### config.mk
export PLATFORM = sky130hd
export DESIGN_NAME = spc_ctl
export DESIGN_NICKNAME = d
export VERILOG_FILES = /design/src/hw/rtl/spc_pkg.sv /design/src/hw/rtl/spc_ctl.sv
export VERILOG_INCLUDE_DIRS = /design/src /design/src/hw/rtl
export SDC_FILE = /design/constraint.sdc
export NUM_CORES = 1
export LEC_CHECK = 0
export ABC_AREA = 0
export BUFFER_PORTS_ARGS = -buffer_cell sky130_fd_sc_hd__buf_4
export CORE_MARGIN = 2
export CORE_UTILIZATION = 44
export CTS_CLUSTER_DIAMETER = 120
export DETAILED_ROUTE_END_ITERATION = 10
export PLACE_DENSITY_LB_ADDON = 0.25
export SLEW_MARGIN = 20
export SYNTH_ARGS = -nofsm -noshare
export SYNTH_HDL_FRONTEND = slang
export SYNTH_SLANG_ARGS = --single-unit
### constraint.sdc
create_clock -name clk -period 1.43 [get_ports clk]
set_input_delay 0.286 -clock clk [delete_from_list [all_inputs] [get_ports clk]]
set_output_delay 0.286 -clock clk [all_outputs]
set_load 0.03 [all_outputs]
### src/hw/rtl/streaming_pearson_correlation_defines.svh
// Assertion macros shared by the streaming correlation RTL.
// Define NO_ASSERTIONS to compile every check away.
`ifndef STREAMING_PEARSON_CORRELATION_DEFINES_SVH
`define STREAMING_PEARSON_CORRELATION_DEFINES_SVH

`ifndef NO_ASSERTIONS
`define SPC_ASSERT_IMP(lbl, clk, rstn, ante, cons) \
	lbl: assert property (@(posedge clk) disable iff (!rstn) (ante) |-> (cons)) \
		else $error("same-cycle check failed");
`define SPC_ASSERT_NXT(lbl, clk, rstn, ante, cons) \
	lbl: assert property (@(posedge clk) disable iff (!rstn) (ante) |=> (cons)) \
		else $error("next-cycle check failed");
`else
`define SPC_ASSERT_IMP(lbl, clk, rstn, ante, cons)
`define SPC_ASSERT_NXT(lbl, clk, rstn, ante, cons)
`endif

`endif

### src/hw/rtl/spc_pkg.sv
// Types, codes and saturating helpers for the streaming correlation block.
// Used by every module of the block; depends on nothing.
package spc_pkg;

	localparam int SAMPLE_WIDTH = 32;
	localparam int ACC_W = 64;
	localparam int RHO_W = 32;
	localparam logic [RHO_W-1:0] RHO_ONE = 32'h4000_0000;
	localparam logic signed [ACC_W-1:0] ACC_MAX = {1'b0, {(ACC_W-1){1'b1}}};
	localparam logic signed [ACC_W-1:0] ACC_MIN = {1'b1, {(ACC_W-1){1'b0}}};

	localparam logic [1:0] TERM_UU = 2'd0;
	localparam logic [1:0] TERM_VV = 2'd1;
	localparam logic [1:0] TERM_UV = 2'd2;
	localparam logic [1:0] TERM_PROD = 2'd3;
	localparam logic [1:0] MEAN_U = 2'd0;
	localparam logic [1:0] MEAN_V = 2'd1;

	typedef struct packed {
		logic signed [SAMPLE_WIDTH-1:0] sample_u;
		logic signed [SAMPLE_WIDTH-1:0] sample_v;
		logic last;
	} spc_in_t;

	typedef struct packed {
		logic signed [RHO_W-1:0] correlation;
		logic undefined;
	} spc_out_t;

	typedef struct packed {
		logic load;
		logic seed;
		logic diff;
		logic mul_start;
		logic div_start;
		logic div_mean;
		logic acc_term;
		logic mean_upd;
		logic count_inc;
		logic root_start;
		logic emit;
		logic [1:0] term;
	} spc_cmd_t;

	typedef struct packed {
		logic first;
		logic last;
		logic zero_sum;
		logic mul_done;
		logic div_done;
		logic root_done;
		logic rho_done;
	} spc_stat_t;

	function automatic logic signed [ACC_W-1:0] sat_add(input logic signed [ACC_W-1:0] a,
			input logic signed [ACC_W-1:0] b);
		logic signed [ACC_W:0] s;
		s = {a[ACC_W-1], a} + {b[ACC_W-1], b};
		if (s[ACC_W] != s[ACC_W-1]) begin
			return s[ACC_W] ? ACC_MIN : ACC_MAX;
		end
		return s[ACC_W-1:0];
	endfunction

	function automatic logic signed [ACC_W-1:0] sat_sub(input logic signed [ACC_W-1:0] a,
			input logic signed [ACC_W-1:0] b);
		logic signed [ACC_W:0] s;
		s = {a[ACC_W-1], a} - {b[ACC_W-1], b};
		if (s[ACC_W] != s[ACC_W-1]) begin
			return s[ACC_W] ? ACC_MIN : ACC_MAX;
		end
		return s[ACC_W-1:0];
	endfunction

	function automatic logic [ACC_W-1:0] mag(input logic signed [ACC_W-1:0] a);
		return a[ACC_W-1] ? (~a + 1'b1) : a;
	endfunction

	function automatic logic signed [ACC_W-1:0] from_mag(input logic neg,
			input logic [ACC_W-1:0] m);
		if (neg) begin
			return m[ACC_W-1] ? ACC_MIN : (~m + 1'b1);
		end
		return m[ACC_W-1] ? ACC_MAX : m;
	endfunction

endpackage

### src/hw/rtl/spc_ctl.sv
// Controller: sequences the datapath per pair and owns the result handshake.
// Depends on spc_pkg and the assertion macro header.
`include "streaming_pearson_correlation_defines.svh"
module spc_ctl (
	input  logic clk,
	input  logic arst_n,
	input  logic pair_valid,
	output logic pair_stall,
	output logic result_valid,
	input  logic result_stall,
	input  spc_pkg::spc_stat_t stat,
	output spc_pkg::spc_cmd_t cmd
);
	import spc_pkg::*;

	localparam logic [3:0] ST_IDLE = 4'd0;
	localparam logic [3:0] ST_SEED = 4'd1;
	localparam logic [3:0] ST_DIFF = 4'd2;
	localparam logic [3:0] ST_MUL = 4'd3;
	localparam logic [3:0] ST_MULW = 4'd4;
	localparam logic [3:0] ST_DIVW = 4'd5;
	localparam logic [3:0] ST_ACC = 4'd6;
	localparam logic [3:0] ST_MDIV = 4'd7;
	localparam logic [3:0] ST_MDIVW = 4'd8;
	localparam logic [3:0] ST_MACC = 4'd9;
	localparam logic [3:0] ST_COUNT = 4'd10;
	localparam logic [3:0] ST_FINISH = 4'd11;
	localparam logic [3:0] ST_ROOTW = 4'd12;
	localparam logic [3:0] ST_RHOW = 4'd13;
	localparam logic [3:0] ST_EMIT = 4'd14;

	logic [3:0] state_q, state_d;
	logic [1:0] term_q, term_d;
	logic res_valid_q;

	always_comb begin
		cmd = '0;
		cmd.term = term_q;
		state_d = state_q;
		term_d = term_q;
		case (state_q)
			ST_IDLE: begin
				if (pair_valid) begin
					cmd.load = 1'b1;
					state_d = stat.first ? ST_SEED : ST_DIFF;
				end
			end
			ST_SEED: begin
				cmd.seed = 1'b1;
				state_d = stat.last ? ST_FINISH : ST_IDLE;
			end
			ST_DIFF: begin
				cmd.diff = 1'b1;
				term_d = TERM_UU;
				state_d = ST_MUL;
			end
			ST_MUL: begin
				cmd.mul_start = 1'b1;
				state_d = ST_MULW;
			end
			ST_MULW: begin
				if (stat.mul_done) begin
					if (term_q == TERM_PROD) begin
						cmd.root_start = 1'b1;
						state_d = ST_ROOTW;
					end else begin
						cmd.div_start = 1'b1;
						state_d = ST_DIVW;
					end
				end
			end
			ST_DIVW: begin
				if (stat.div_done) begin
					state_d = ST_ACC;
				end
			end
			ST_ACC: begin
				cmd.acc_term = 1'b1;
				if (term_q == TERM_UV) begin
					term_d = MEAN_U;
					state_d = ST_MDIV;
				end else begin
					term_d = term_q + 2'd1;
					state_d = ST_MUL;
				end
			end
			ST_MDIV: begin
				cmd.div_start = 1'b1;
				cmd.div_mean = 1'b1;
				state_d = ST_MDIVW;
			end
			ST_MDIVW: begin
				if (stat.div_done) begin
					state_d = ST_MACC;
				end
			end
			ST_MACC: begin
				cmd.mean_upd = 1'b1;
				if (term_q == MEAN_U) begin
					term_d = MEAN_V;
					state_d = ST_MDIV;
				end else begin
					state_d = ST_COUNT;
				end
			end
			ST_COUNT: begin
				cmd.count_inc = 1'b1;
				state_d = stat.last ? ST_FINISH : ST_IDLE;
			end
			ST_FINISH: begin
				if (stat.zero_sum) begin
					state_d = ST_EMIT;
				end else begin
					term_d = TERM_PROD;
					state_d = ST_MUL;
				end
			end
			ST_ROOTW: begin
				if (stat.root_done) begin
					state_d = ST_RHOW;
				end
			end
			ST_RHOW: begin
				if (stat.rho_done) begin
					state_d = ST_EMIT;
				end
			end
			ST_EMIT: begin
				if (!res_valid_q) begin
					cmd.emit = 1'b1;
					state_d = ST_IDLE;
				end
			end
			default: begin
				state_d = ST_IDLE;
			end
		endcase
	end

	always_ff @(posedge clk or negedge arst_n) begin
		if (!arst_n) begin
			state_q <= ST_IDLE;
			term_q <= TERM_UU;
			res_valid_q <= 1'b0;
		end else begin
			state_q <= state_d;
			term_q <= term_d;
			if (cmd.emit) begin
				res_valid_q <= 1'b1;
			end else if (!result_stall) begin
				res_valid_q <= 1'b0;
			end
		end
	end

	assign pair_stall = (state_q != ST_IDLE);
	assign result_valid = res_valid_q;

	`SPC_ASSERT_IMP(a_emit_slot_free, clk, arst_n, cmd.emit, !res_valid_q)
	`SPC_ASSERT_NXT(a_accept_leaves_idle, clk, arst_n, pair_valid && !pair_stall, state_q != ST_IDLE)
	`SPC_ASSERT_IMP(a_valid_from_emit, clk, arst_n, $rose(res_valid_q), $past(cmd.emit))

endmodule
## Word level (Yosys, flattened, before mapping)

Index checks and enable logic that the tools add are counted.

- Output and inout bits: 15
- Input bits: 11
- Flip-flop bits (word level): 7

- Reduce and logical (&&, ||, !) cells: 7
- Mux-type cells: 37
- Add/sub/neg operators: 1
- Equal/unequal tests: 26

Operator list:

| cell | number |
|---|---|
| case mux 4 bit (14 select lines) | 1 |
| two-way mux 4 bit | 11 |
| == test 4 bit, second input constant | 7 |
| two-way mux 1 bit | 18 |
| inequality test 2 bit, second input constant | 9 |
| == test 4 x 3 -> 1 bit, second input constant | 4 |
| == test 4 x 2 -> 1 bit, second input constant | 2 |
| two-way mux 2 bit | 4 |
| case mux 2 bit (4 select lines) | 1 |
| nonzero test 4 bit | 2 |
| AND reduction 7 bit | 1 |
| == test 2 bit, second input constant | 2 |
| == test 4 x 1 -> 1 bit, second input constant | 1 |
| logical NOT 4 bit | 1 |
| two-way mux 3 bit | 1 |
| AND reduction 3 bit | 1 |
| adder 2 x 1 -> 2 bit, second input constant | 1 |
| logical NOT 2 bit | 1 |
| inequality test 2 x 1 -> 1 bit, second input constant | 1 |
| case mux 1 bit (2 select lines) | 1 |
| OR reduction 2 bit | 1 |

## Logic depth before layout (Yosys ltp)

- Word-level depth: 4
- Gate-level depth with buffers: 6
- Gate-level depth less buffers: 4

## Worst setup path after synthesis

No wires, ideal clock.

- Path type: reg-to-output
- From: register state_q[0]
- To: output port cmd[2] in the netlist's numbering
- Data arrival time: 1.607 ns
- Slack: -0.463 ns
- Data required time: 1.144 ns
- Cell stages (with the launch flop): 5
- Cell sequence: dfrtp_1 > buf_6 > or2b_1 > buf_2 > nor3_1

RTL lines:

| element | RTL line | text |
|---|---|---|
| start, declared | spc_ctl.sv:32 | `logic [3:0] state_q, state_d;` |
| start signal, assigned | spc_ctl.sv:146 | `state_q <= state_d;` |
| end, declared | spc_ctl.sv:12 | `output spc_pkg::spc_cmd_t cmd` |

==> impl_metrics.env <==
export IMPL_end_kind="output pin"
export IMPL_post_place_cells=162
export IMPL_areaGrowthSynthToFinish_pct=109
export IMPL_die_height_um=45.9
export IMPL_synth_area_per_cell_sq_um=7.63
export IMPL_critical_path_cell_count=4
export IMPL_synthesis_instances=101
export IMPL_yosysWarningCount=0
export IMPL_reg_to_reg_end="state_q[3]"
export IMPL_cts_max_path_buffers=2
export IMPL_power_combinational_fraction_pct=84.5
export IMPL_crit_path_cell_trace="or2b_4 -> buf_6 -> nor3_4 -> buf_6"
export IMPL_worstReg2RegStart="state_q[1]"
export IMPL_dpl_cell_area_sq_mm=0.00125
export IMPL_worst_path_largest_cell_delay_ns=0.45
export IMPL_die_area_sq_mm=0.00210
export IMPL_cp_arrival_ns=1.48
export IMPL_fin_skew_ns=0.00882
export IMPL_timing_critical_path_mode_cell="sky130_fd_sc_hd__buf_6"
export IMPL_max_slew_worst_pin_slew_ns=0.373
export IMPL_worstPathRequired_ns=1.14
export IMPL_final_nets=174
export IMPL_result_of_the_run="complete, but fails checks"
export IMPL_setup_worst_path_end="cmd[2]"
export IMPL_final_common_cell="sky130_fd_sc_hd__buf_4"
export IMPL_clockRootBuffer="sky130_fd_sc_hd__clkbuf_4"
export IMPL_grt_usage_pct=43.1
export IMPL_final_antenna_diode_count=0
export IMPL_fin_ws_ns=-0.339
export IMPL_hold_class="primary input to register"
export IMPL_max_slew_margin_rel_pct=75.0
export IMPL_routed_wl_um=4850
export IMPL_synthDistinctLibCells=40
export IMPL_grt_overflow_total=0
export IMPL_static_leakage_power_nw=0.734
export IMPL_grt_antenna_before_repair=0
export IMPL_number_of_synthesized_flops_with_an_enable_pin=0
export IMPL_drive_above_1_share_pct=72.2
export IMPL_detailed_place_hpwl_um=2080
export IMPL_detail_route_wl_per_cell_um=27.1
export IMPL_dieWidth_um=45.9
export IMPL_switching_share_pct=50.7
export IMPL_detail_route_antenna_nets=0
export IMPL_cts_sinks=7
export IMPL_cts_max_level=1
export IMPL_pwr_share_clk_pct=4.4
export IMPL_regToRegSetupSlack_ns=-0.32
export IMPL_worstPathMaxFanout=7
export IMPL_boundaryPins=26
export IMPL_setup_worst_path_class="register to output pin"
export IMPL_number_of_buffers_inserted_during_clock_tree_synthesis=3
export IMPL_seqPwrFrac_pct=11.1
export IMPL_gp_congestion=0.871
export IMPL_ys_seq_elements=7
export IMPL_postSynth_asyncResetShare_pct=100
export IMPL_slowest_stage_cell_cp="sky130_fd_sc_hd__dfrtp_2"
export IMPL_vdd_drop_max_v=0.00207
export IMPL_fp_coreArea_sq_mm=0.00169
export IMPL_cap_viol_max_count=0
export IMPL_post_layout_nonfiller_instances=179
export IMPL_drt_pass1_iterations=5
export IMPL_grt_start_max_net_pins=11
export IMPL_tritoncts_clock_tree="built"
export IMPL_fmax_mhz=565
export IMPL_layout_common_cells="sky130_fd_sc_hd__buf_4, sky130_fd_sc_hd__buf_6, sky130_fd_sc_hd__dfrtp_2"
export IMPL_initialDrtViolationCount=125
export IMPL_grt_first_pass_wirelength_um=6280
export IMPL_timing_reg2reg_worst_path_depth=6
export IMPL_filler_cell_count_in_the_final_layout=43
export IMPL_drc_errors=0
export IMPL_vias=1330
export IMPL_grt_pass1_vias=1219
export IMPL_violated_checks="setup timing"
export IMPL_start_util_pct=45.6
export IMPL_startpoint_of_the_worst_setup_timing_path="state_q[1]"
export IMPL_p_per_area_mw_per_mm2=2750
export IMPL_finalSetupViolations=18
export IMPL_worst_setup_hold_path_clk_slew_ns=0.06
export IMPL_multi_input_logic_area_sq_um=753
export IMPL_cp_buffers_inverters=2
export IMPL_min_period_over_period_pct=124
export IMPL_period_needed_ns=1.77
export IMPL_clk_latency_ns=0.26
export IMPL_rows=15
export IMPL_grt_setup_unrepaired="true"
export IMPL_postLayoutCoreUtil_pct=95.4
export IMPL_vias_per_cell=7.43
export IMPL_register_area_share_after_synthesis_pct=22.7
export IMPL_timing_max_transition_violations_final=0
export IMPL_sequential_cell_area_sq_um=183
export IMPL_synth_net_count=112
export IMPL_fin_area_sq_mm=0.00161
export IMPL_finalHoldViolCount=0
export IMPL_synth_ff_type="sky130_fd_sc_hd__dfrtp_1"
export IMPL_power_switching_mw=2.25
export IMPL_cell_internal_pwr_mw=2.19
export IMPL_post_synth_instance_area_sq_um=771
export IMPL_critical_path_top_delay_family="simple AND/OR/NAND/NOR gates"
export IMPL_buffer_ports_inserted=25
export IMPL_crit_path_start_kind="register"
## registers in the layout, indices dropped and copies added, names as in the netlist
| signal | cells |
|---|---|
| result_valid | 1 |
| term_q | 2 |
| state_q | 4 |
## cell families after synthesis
logic type	after synthesis	synth area share [%]
AND/OR/NAND/NOR	46	32.3
AO/OA/AOI/OAI	31	30.2
buffers and inverters	14	10.4
flip-flops	7	22.7
multiplexers	3	4.38
## metal layers
metal	wire length [um]	GRT usage, %	up-vias
li1	-	-	505
met1	1520	47.7	590
met2	2140	73.3	168
met3	691	16.7	67
met4	498	16.6	0
met5	0	0	-
## power by group through the flow
stage / clock (mW) / sequential (mW) / combinational, mW
CTS: 0.186 / 0.455 / 3.17
floorplan: 0 / 0.434 / 1.71
finish: 0.194 / 0.492 / 3.75
global placement: 0 / 0.470 / 2.40
global route: 0.207 / 0.496 / 3.82
detailed placement: 0 / 0.479 / 2.46
## repair_timing
action | in CTS | in global routing
endpoints found under the setup margin | 18 | 18
pin swaps | 12 | 10
setup buffers | 11 | 2
hold buffers | 1 | 0
gates resized for setup | 50 | 11
hold endpoints to repair | 7 | 0
## synth_stat cells, drive strengths merged (2+ instances only)
| master | number | area share, % |
|---|---|---|
| a211o | 2 | 2.3 |
| a21o | 2 | 1.9 |
| a21oi | 8 | 5.2 |
| a22o | 3 | 3.4 |
| and3 | 2 | 1.6 |
| buf | 8 | 7.5 |
| clkbuf | 2 | 0.97 |
| dfrtp | 7 | 23 |
| inv | 4 | 1.9 |
| mux2 | 3 | 4.4 |
| nand2 | 8 | 3.9 |
| nand2b | 3 | 2.4 |
| nand3 | 2 | 1.3 |
| nor2 | 9 | 4.4 |
| nor2b | 3 | 2.4 |
| nor3 | 9 | 5.8 |
| o221ai | 2 | 2.3 |
| or2b | 2 | 1.9 |
| or3 | 3 | 3.1 |
| or3b | 3 | 3.4 |
## metrics by stage
step / total power, mW / hold slack [ns] / setup slack (ns) / TNS, ns
after global routing: 4.52 / 0.259 / -0.365 / -5.25
final: 4.44 / 0.274 / -0.339 / -4.91
after CTS: 3.82 / 0.231 / -0.268 / -3.35
after floorplan: 2.14 / -0.00959 / -0.118 / -0.555
after detailed placement: 2.94 / 0.103 / -0.246 / -1.84
after global placement: 2.87 / 0.0999 / -0.175 / -1.25
## how the worst min path moves through the flow
stage                      start      endpoint  slack, ns  depth (start not counted)
finish              result_stall  result_valid       0.27                          2
global route        result_stall  result_valid       0.26                          2
CTS                 result_stall  result_valid       0.23                          2
detailed placement        arst_n    state_q[2]       0.10                          1
global placement          arst_n    state_q[0]        0.1                          1
floorplan                 arst_n  result_valid      -0.01                          0
## layout make-up
cell class | count | area share, %
sequential | 7 | 11.3
inverter | 4 | 1.24
multi-input combinational | 80 | 46.7
tap | 17 | 1.32
clock buffer | 4 | 1.63
timing repair buffer | 67 | 37.7
Note: power is estimated with default switching activity, not from simulation.
